**config.mk**
```make
export PLATFORM = sky130hd
export DESIGN_NAME = indexed_list_insert_erase
export DESIGN_NICKNAME = d
export VERILOG_FILES = /design/src/rtl/ilie_pkg.sv /design/src/rtl/indexed_list_insert_erase.sv /design/src/rtl/ilie_cell.sv
export VERILOG_INCLUDE_DIRS = /design/src /design/src/rtl
export SDC_FILE = /design/constraint.sdc
export NUM_CORES = 2
export LEC_CHECK = 0
export BUFFER_PORTS_ARGS = -buffer_cell sky130_fd_sc_hd__buf_2
export CAP_MARGIN = 20
export CORE_MARGIN = 3
export CORE_UTILIZATION = 60
export CTS_CLUSTER_DIAMETER = 200
export DETAILED_ROUTE_END_ITERATION = 10
export PLACE_DENSITY = 0.76
export SLEW_MARGIN = 0
export SYNTH_ARGS = -nofsm -noshare
export SYNTH_HDL_FRONTEND = slang
export SYNTH_HIERARCHICAL = 1
export SYNTH_SLANG_ARGS = --single-unit
export TNS_END_PERCENT = 30
```
**constraint.sdc**
```tcl
create_clock -name clk -period 10.1 [get_ports clk]
set_input_delay 0.505 -clock clk [delete_from_list [all_inputs] [get_ports clk]]
set_output_delay 0.505 -clock clk [all_outputs]
set_load 0.03 [all_outputs]
```
**src/rtl/indexed_list_insert_erase_defines.svh**
```systemverilog
// Assertion macros for the indexed list insert/erase block.
// Included by the top level; depends on nothing else.
`ifndef INDEXED_LIST_INSERT_ERASE_DEFINES_SVH
`define INDEXED_LIST_INSERT_ERASE_DEFINES_SVH

`ifndef SYNTHESIS
// Checks a property on every rising clk edge outside reset.
`define ILIE_ASSERT(label, prop) \
    label: assert property (@(posedge clk) disable iff (!rst_n) (prop)) \
        else $error("indexed list assertion failed");
// Checks that a condition never holds.
`define ILIE_ASSERT_NEVER(label, cond) \
    `ILIE_ASSERT(label, !(cond))
`else
`define ILIE_ASSERT(label, prop)
`define ILIE_ASSERT_NEVER(label, cond)
`endif

`endif

```
**src/rtl/ilie_pkg.sv**
```systemverilog
// Shared types and constants for the indexed list insert/erase block.
// Used by ilie_cell and indexed_list_insert_erase; depends on nothing.
package ilie_pkg;

    // Width of a stored data word.
    localparam int WORD_W    = 32;
    // Width that holds any count or position up to the largest capacity.
    localparam int CNT_MAX_W = 7;
    // Width of a request position inside the store (sign bit dropped).
    localparam int POS_W     = 6;

    // Operation applied to every cell of the chain at once.
    typedef enum logic [1:0] {
        CELL_HOLD,
        CELL_INSERT,
        CELL_ERASE,
        CELL_ROTATE
    } cell_op_t;

    // Controller state.
    typedef enum logic {
        ST_IDLE,
        ST_DUMP
    } state_t;

    // Control broadcast from the controller to the cell chain.
    typedef struct packed {
        cell_op_t                op;
        logic [POS_W-1:0]        pos;
        logic [CNT_MAX_W-1:0]    count;
        logic [WORD_W-1:0]       value;
    } cell_ctrl_t;

endpackage

```
**src/rtl/indexed_list_insert_erase.sv**
```systemverilog
// Indexed list store with insert and erase at a position, built as a
// chain of storage cells. Uses ilie_pkg, ilie_cell and the defines header.
//
// The block holds an ordered list of up to CAPACITY 32-bit words in a row
// of cells. When a request word is taken, the insert or erase is applied
// to all cells at once in that cycle, each cell loading from its
// neighbor. The block then dumps the list, one result word per cycle
// while m_tready is high, starting at element zero, by rotating the
// occupied cells toward cell zero; after count rotations the list is back
// in place. The dump gives max(count, 1) result words, where count is the
// length after the request, and no new request is taken until the last
// result word of the dump has been accepted. An empty list gives a single
// result word with tuser low.
`include "indexed_list_insert_erase_defines.svh"

module indexed_list_insert_erase #(
    parameter int CAPACITY = 32
) (
    input  logic        clk,
    input  logic        rst_n,
    // Request channel.
    input  logic        s_tvalid,
    output logic        s_tready,
    // Fields from bit 0: position (7, signed), value (32), zero fill.
    input  logic [39:0] s_tdata,
    // Fields from bit 0: func (1).
    input  logic        s_tuser,
    // Result channel.
    output logic        m_tvalid,
    input  logic        m_tready,
    // Fields from bit 0: accepted (1), length (6), element_index (5),
    // element_value (32), zero fill.
    output logic [47:0] m_tdata,
    // Fields from bit 0: has_element (1).
    output logic        m_tuser,
    output logic        m_tlast
);
    import ilie_pkg::*;

    localparam int CNT_W = $clog2(CAPACITY + 1);
    localparam int IDX_W = (CAPACITY > 1) ? $clog2(CAPACITY) : 1;

    // Request fields.
    logic                 req_func;
    logic [6:0]           req_pos;
    logic [WORD_W-1:0]    req_value;
    logic                 req_take;
    logic [CNT_MAX_W-1:0] pos_ext;
    logic [CNT_MAX_W-1:0] cnt_ext;
    logic                 ins_ok;
    logic                 ers_ok;

    // Control state.
    state_t               state_reg;
    state_t               state_next;
    logic [CNT_W-1:0]     count_reg;
    logic [CNT_W-1:0]     count_next;
    logic [IDX_W-1:0]     idx_reg;
    logic [IDX_W-1:0]     idx_next;
    logic                 ok_reg;
    logic                 ok_next;

    // Dump signals.
    logic                 out_take;
    logic                 is_empty;
    logic                 is_last;
    cell_ctrl_t           ctrl;
    logic [WORD_W-1:0]    cell_data [CAPACITY];
    logic [WORD_W-1:0]    head_word;

    assign req_func  = s_tuser;
    assign req_pos   = s_tdata[6:0];
    assign req_value = s_tdata[38:7];
    assign req_take  = s_tvalid && s_tready;
    assign out_take  = m_tvalid && m_tready;

    // Range checks of the request against the current length.
    assign pos_ext = {1'b0, req_pos[5:0]};
    assign cnt_ext = CNT_MAX_W'(count_reg);
    assign ins_ok  = !req_pos[6] && (pos_ext <= cnt_ext)
                     && (cnt_ext < CNT_MAX_W'(CAPACITY));
    assign ers_ok  = !req_pos[6] && (pos_ext < cnt_ext);

    assign is_empty = (count_reg == '0);
    assign is_last  = is_empty || (CNT_W'(idx_reg) + 1'b1 == count_reg);

    // Next state, cell control and handshake.
    always_comb
    begin
        state_next = state_reg;
        count_next = count_reg;
        idx_next   = idx_reg;
        ok_next    = ok_reg;
        s_tready   = 1'b0;
        m_tvalid   = 1'b0;
        ctrl.op    = CELL_HOLD;
        ctrl.pos   = req_pos[5:0];
        ctrl.count = cnt_ext;
        ctrl.value = req_value;
        unique case (state_reg)
            ST_IDLE:
            begin
                s_tready = 1'b1;
                if (req_take)
                begin
                    idx_next   = '0;
                    state_next = ST_DUMP;
                    if (!req_func)
                    begin
                        ok_next = ins_ok;
                        if (ins_ok)
                        begin
                            ctrl.op    = CELL_INSERT;
                            count_next = count_reg + 1'b1;
                        end
                    end
                    else
                    begin
                        ok_next = ers_ok;
                        if (ers_ok)
                        begin
                            ctrl.op    = CELL_ERASE;
                            count_next = count_reg - 1'b1;
                        end
                    end
                end
            end
            ST_DUMP:
            begin
                m_tvalid = 1'b1;
                if (out_take)
                begin
                    if (!is_empty)
                    begin
                        ctrl.op = CELL_ROTATE;
                    end
                    idx_next = idx_reg + 1'b1;
                    if (is_last)
                    begin
                        state_next = ST_IDLE;
                    end
                end
            end
            default:
            begin
                state_next = ST_IDLE;
            end
        endcase
    end

    // Control registers.
    always_ff @(posedge clk or negedge rst_n)
    begin
        if (!rst_n)
        begin
            state_reg <= ST_IDLE;
            count_reg <= '0;
            idx_reg   <= '0;
            ok_reg    <= 1'b0;
        end
        else
        begin
            state_reg <= state_next;
            count_reg <= count_next;
            idx_reg   <= idx_next;
            ok_reg    <= ok_next;
        end
    end

    // Chain of storage cells; cell zero is the chain head.
    assign head_word = cell_data[0];

    for (genvar i = 0; i < CAPACITY; i++)
    begin : g_cell
        logic [WORD_W-1:0] left_word;
        logic [WORD_W-1:0] right_word;

        if (i == 0)
        begin : g_first
            assign left_word = cell_data[i];
        end
        else
        begin : g_inner_left
            assign left_word = cell_data[i-1];
        end

        if (i == CAPACITY - 1)
        begin : g_final
            assign right_word = cell_data[i];
        end
        else
        begin : g_inner_right
            assign right_word = cell_data[i+1];
        end

        ilie_cell #(
            .INDEX (i)
        ) u_cell (
            .clk        (clk),
            .ctrl       (ctrl),
            .left_data  (left_word),
            .right_data (right_word),
            .head_data  (head_word),
            .data       (cell_data[i])
        );
    end

    // Result word: cell zero always holds the element being shown.
    assign m_tdata = {4'b0000,
                      (is_empty ? '0 : head_word),
                      5'(idx_reg),
                      6'(count_reg),
                      ok_reg};
    assign m_tuser = !is_empty;
    assign m_tlast = is_last;

    // Requests and results are never offered in the same cycle.
    `ILIE_ASSERT_NEVER(a_one_side, s_tready && m_tvalid)
    // The length never exceeds the capacity.
    `ILIE_ASSERT_NEVER(a_count_range, count_reg > CNT_W'(CAPACITY))
    // The block is ready for a new request right after the last result.
    `ILIE_ASSERT(a_ready_after_dump, (out_take && m_tlast) |=> s_tready)
    // An accepted insert grows the list by exactly one.
    `ILIE_ASSERT(a_insert_grows, (ctrl.op == CELL_INSERT) |=> count_reg == $past(count_reg) + 1'b1)

endmodule

```
**src/rtl/ilie_cell.sv**
```systemverilog
// One storage cell of the list chain: holds one word and loads from its
// left or right neighbor, the new value or the chain head. Uses ilie_pkg.
module ilie_cell #(
    parameter int INDEX = 0
) (
    input  logic                     clk,
    input  ilie_pkg::cell_ctrl_t     ctrl,
    input  logic [ilie_pkg::WORD_W-1:0] left_data,
    input  logic [ilie_pkg::WORD_W-1:0] right_data,
    input  logic [ilie_pkg::WORD_W-1:0] head_data,
    output logic [ilie_pkg::WORD_W-1:0] data
);
    import ilie_pkg::*;

    localparam logic [CNT_MAX_W-1:0] MY_IDX  = CNT_MAX_W'(INDEX);
    localparam logic [CNT_MAX_W-1:0] MY_NEXT = CNT_MAX_W'(INDEX + 1);

    logic [WORD_W-1:0]    data_reg;
    logic [WORD_W-1:0]    data_next;
    logic [CNT_MAX_W-1:0] pos_ext;

    assign pos_ext = {1'b0, ctrl.pos};

    // Select what this cell holds after the cycle.
    always_comb
    begin
        data_next = data_reg;
        unique case (ctrl.op)
            CELL_HOLD:
            begin
                data_next = data_reg;
            end
            CELL_INSERT:
            begin
                // Cells above the insertion point shift up by one.
                if (MY_IDX > pos_ext)
                begin
                    data_next = left_data;
                end
                else if (MY_IDX == pos_ext)
                begin
                    data_next = ctrl.value;
                end
            end
            CELL_ERASE:
            begin
                // Cells from the erased point on shift down by one.
                if (MY_IDX >= pos_ext)
                begin
                    data_next = right_data;
                end
            end
            CELL_ROTATE:
            begin
                // The occupied part of the chain rotates toward cell zero.
                if (MY_NEXT < ctrl.count)
                begin
                    data_next = right_data;
                end
                else if (MY_NEXT == ctrl.count)
                begin
                    data_next = head_data;
                end
            end
            default:
            begin
                data_next = data_reg;
            end
        endcase
    end

    // Payload register; needs no reset.
    always_ff @(posedge clk)
    begin
        data_reg <= data_next;
    end

    assign data = data_reg;

endmodule
```
==> out/metrics.yaml <==
critPathCaptureType: "flip-flop"
cp_data_required_time_ns: 10.50
clkLatencyLatePin_ns: 0.73
setup_viol: 0
drc: 0
r2r-end: "g_cell[17].u_cell/data[0]"
drt_pass1_iterations: 6
r2r_start: "count_reg[1]"
cts_resized: 0
arrival_ns: 6.20
cts.sinks: 1037
ys_seq_elements: 1037
finalMaxSlewViolations: 0
hold_start: "m_tready"
fin_nets: 6421
area_delta_synth_final_pct: 6.31
worstHoldPathCells: 2
ys_warn_count: 6
grt.overflow.total: 0
tns_ns: 0
wl_per_cell_um: 32.0
max_stage_delay_ns: 0.92
fmax_ghz: 0.173
min_path_type: "input pin to flip-flop"
cts_root_buffer: "clkbuf_16"
nFillCells: 9079
vdd_drop_max_mv: 0.139
relSlewSlack_pct: 10.4
power_density_mw_per_mm2: 186
clk_path_buf_depth: 3
min_to: "state_reg"
synthArstFlopShare_pct: 1.25
fin_skew_ns: 0.0367
placed_cells: 7750
max_cap_viol_count: 0
period_share_pct: 57.4
cp.buffers_inverters: 4
worst_r2r_path_depth: 10
ant_nets: 0
rows: 125
grt_start_max_net_pins: 236
synth-edff-count: 1024
largest_reg_flops: 1024
place_area_sq_mm: 0.0716
yosys.area.top_type: "edfxtp_1"
highest_layer: "met5"
synthCells: 6571
min_period_ns: 5.79
totalPowerFinal_mw: 14.1
worstSetupPathType: "flip-flop to flip-flop"
setup_ws_ns: 4.31
start_util_pct: 60.8
path_clk_slew_ns: 0.06
cpMostUsedCell: "buf_4"
crit_slowest_cell: "buf_4"
hold_viol_final: 0
wl_mm: 255
status: "finished, final reports clean"
num_vias: 61300
hpwl_mm: 151
met3_wirelength_mm: 36.5
layout-drive-gt1-share_pct: 14.2
critPathMaxFanout: 160
synth_ff_type: "edfxtp_1"
synthTopCellsByArea: "edfxtp_1, mux2i_1, a32oi_1"
portBuffers: 91
synth_top_area_share_pct: 43.2
die_x_um: 350
synth_area_sq_mm: 0.0712
core_sq_mm: 0.117
fin_util_pct: 64.7
synth.most_common_cell: "mux2i_1"
grt_pass1_vias: 58300
antenna_found_initial: 8
design_area_sq_mm: 0.0757
pre_cts_ws_ns: 4.52
yosysSeqAreaShare_pct: 43.7
final_cells: 7979
avgSynthCellArea_sq_um: 10.8
p_leak_nw: 28.3
cts_tree: "built"
numCtsBuffers: 111
rsz0062_at_grt: "false"
die_h_um: 350
gp_congestion: 0.937
crit_family: "buffers and inverters"
r2r_slack_ns: 4.31
ys_types: 128
wl_met1_mm: 91.2
route.detailed.vias_per_inst: 7.69
crit_chain: "inv_1, ha_1, nor2b_1, o21ai_0, nand4b_1, nand2_4, buf_12, buf_4, buf_4, a22oi_1"
grt_pass1_wl_mm: 377
grt_util_all_layers_pct: 40.2
synthTopCellsByCount: "mux2i_1, edfxtp_1, nand2_1"
startpoint_type: "flip-flop"
wl_met2_mm: 108
worst_pin_slew_ns: 1.34
fin_hold_ws_ns: 0.147
ios: 97
dieArea_sq_mm: 0.123
initialDrtViolationCount: 10500
htreeDepth: 3
==> per-layer routing <==
metal / up-vias / GRT usage [%]
li1: 25600 / -
met1: 29500 / 53.0
met2: 5219 / 58.2
met3: 1078 / 10.9
met4: 6 / 26.4
met5: - / 0.235
==> layout by cell type (no fill, tap or decap), types with 28 or more instances in the layout <==
cell,n
nor3_1,43
o31ai_2,31
nor4_2,61
nor2b_1,64
a22oi_1,97
o221ai_2,60
o21ai_1,170
and2_1,37
a211oi_1,260
buf_2,87
o31a_1,62
inv_1,147
o41a_1,33
nor2_1,129
o311a_1,32
conb_1,54
clkinv_1,28
clkbuf_16,111
nand4b_1,37
a41oi_1,67
a21oi_2,31
a31oi_1,204
nand3_1,244
nand2_1,623
o21ai_0,214
edfxtp_1,1024
mux2i_1,1030
nand2b_1,67
a221o_1,31
o32ai_1,32
a22oi_2,32
a211oi_2,52
a21bo_1,30
buf_4,184
nor4b_2,30
a32oi_1,273
a21oi_1,311
==> final cells by class <==
class                   instances  area (sq um)  area share, %
flip-flops and latches       1037         31100           41.1
clock inverters                70           701          0.926
diodes                          3          7.51        0.00992
inverters                     156           602          0.795
multi-input cells            4747         35900           47.4
well taps                    1524          1910           2.52
clock buffers                 131          2850           3.77
repair buffers                311          2620           3.46
==> worst max path at each step <==
stage / from / end / slack [ns] / cells after the start
final: count_reg[1] / g_cell[17].u_cell/data[0] / 4.31 / 10
after global routing: count_reg[1] / g_cell[18].u_cell/data[20] / 4.05 / 11
after CTS: count_reg[1] / g_cell[17].u_cell/data[0] / 4.50 / 10
after detailed placement: count_reg[1] / g_cell[17].u_cell/data[0] / 4.52 / 10
after global placement: s_tdata[3] / g_cell[17].u_cell/data[0] / 4.62 / 10
after floorplan: count_reg[5] / g_cell[4].u_cell/data[0] / 1.92 / 9
==> report_power, final <==
| group | internal, mW | leakage [nW] | switching (mW) |
|---|---|---|---|
| registers | 5.60 | 9.85 | 0.593 |
| logic | 1.19 | 16.7 | 2.50 |
| clock network | 2.36 | 1.75 | 1.82 |
| total | 9.15 | 28.3 | 4.91 |
==> logic make-up after synthesis <==
logic type	synth area share, %
mux	14.5
fa+ha+maj	0.222
buf+inv	6.85
flops	43.7
simple gates	11.4
other cells	0.00527
xor+xnor	0.209
compound gates	23.2
==> timing repair <==
item                                   CTS  global route
buffers inserted                         0             0
endpoints found under the hold margin   14             0
hold buffers                             2             0
(Power assumes the default switching activity.)
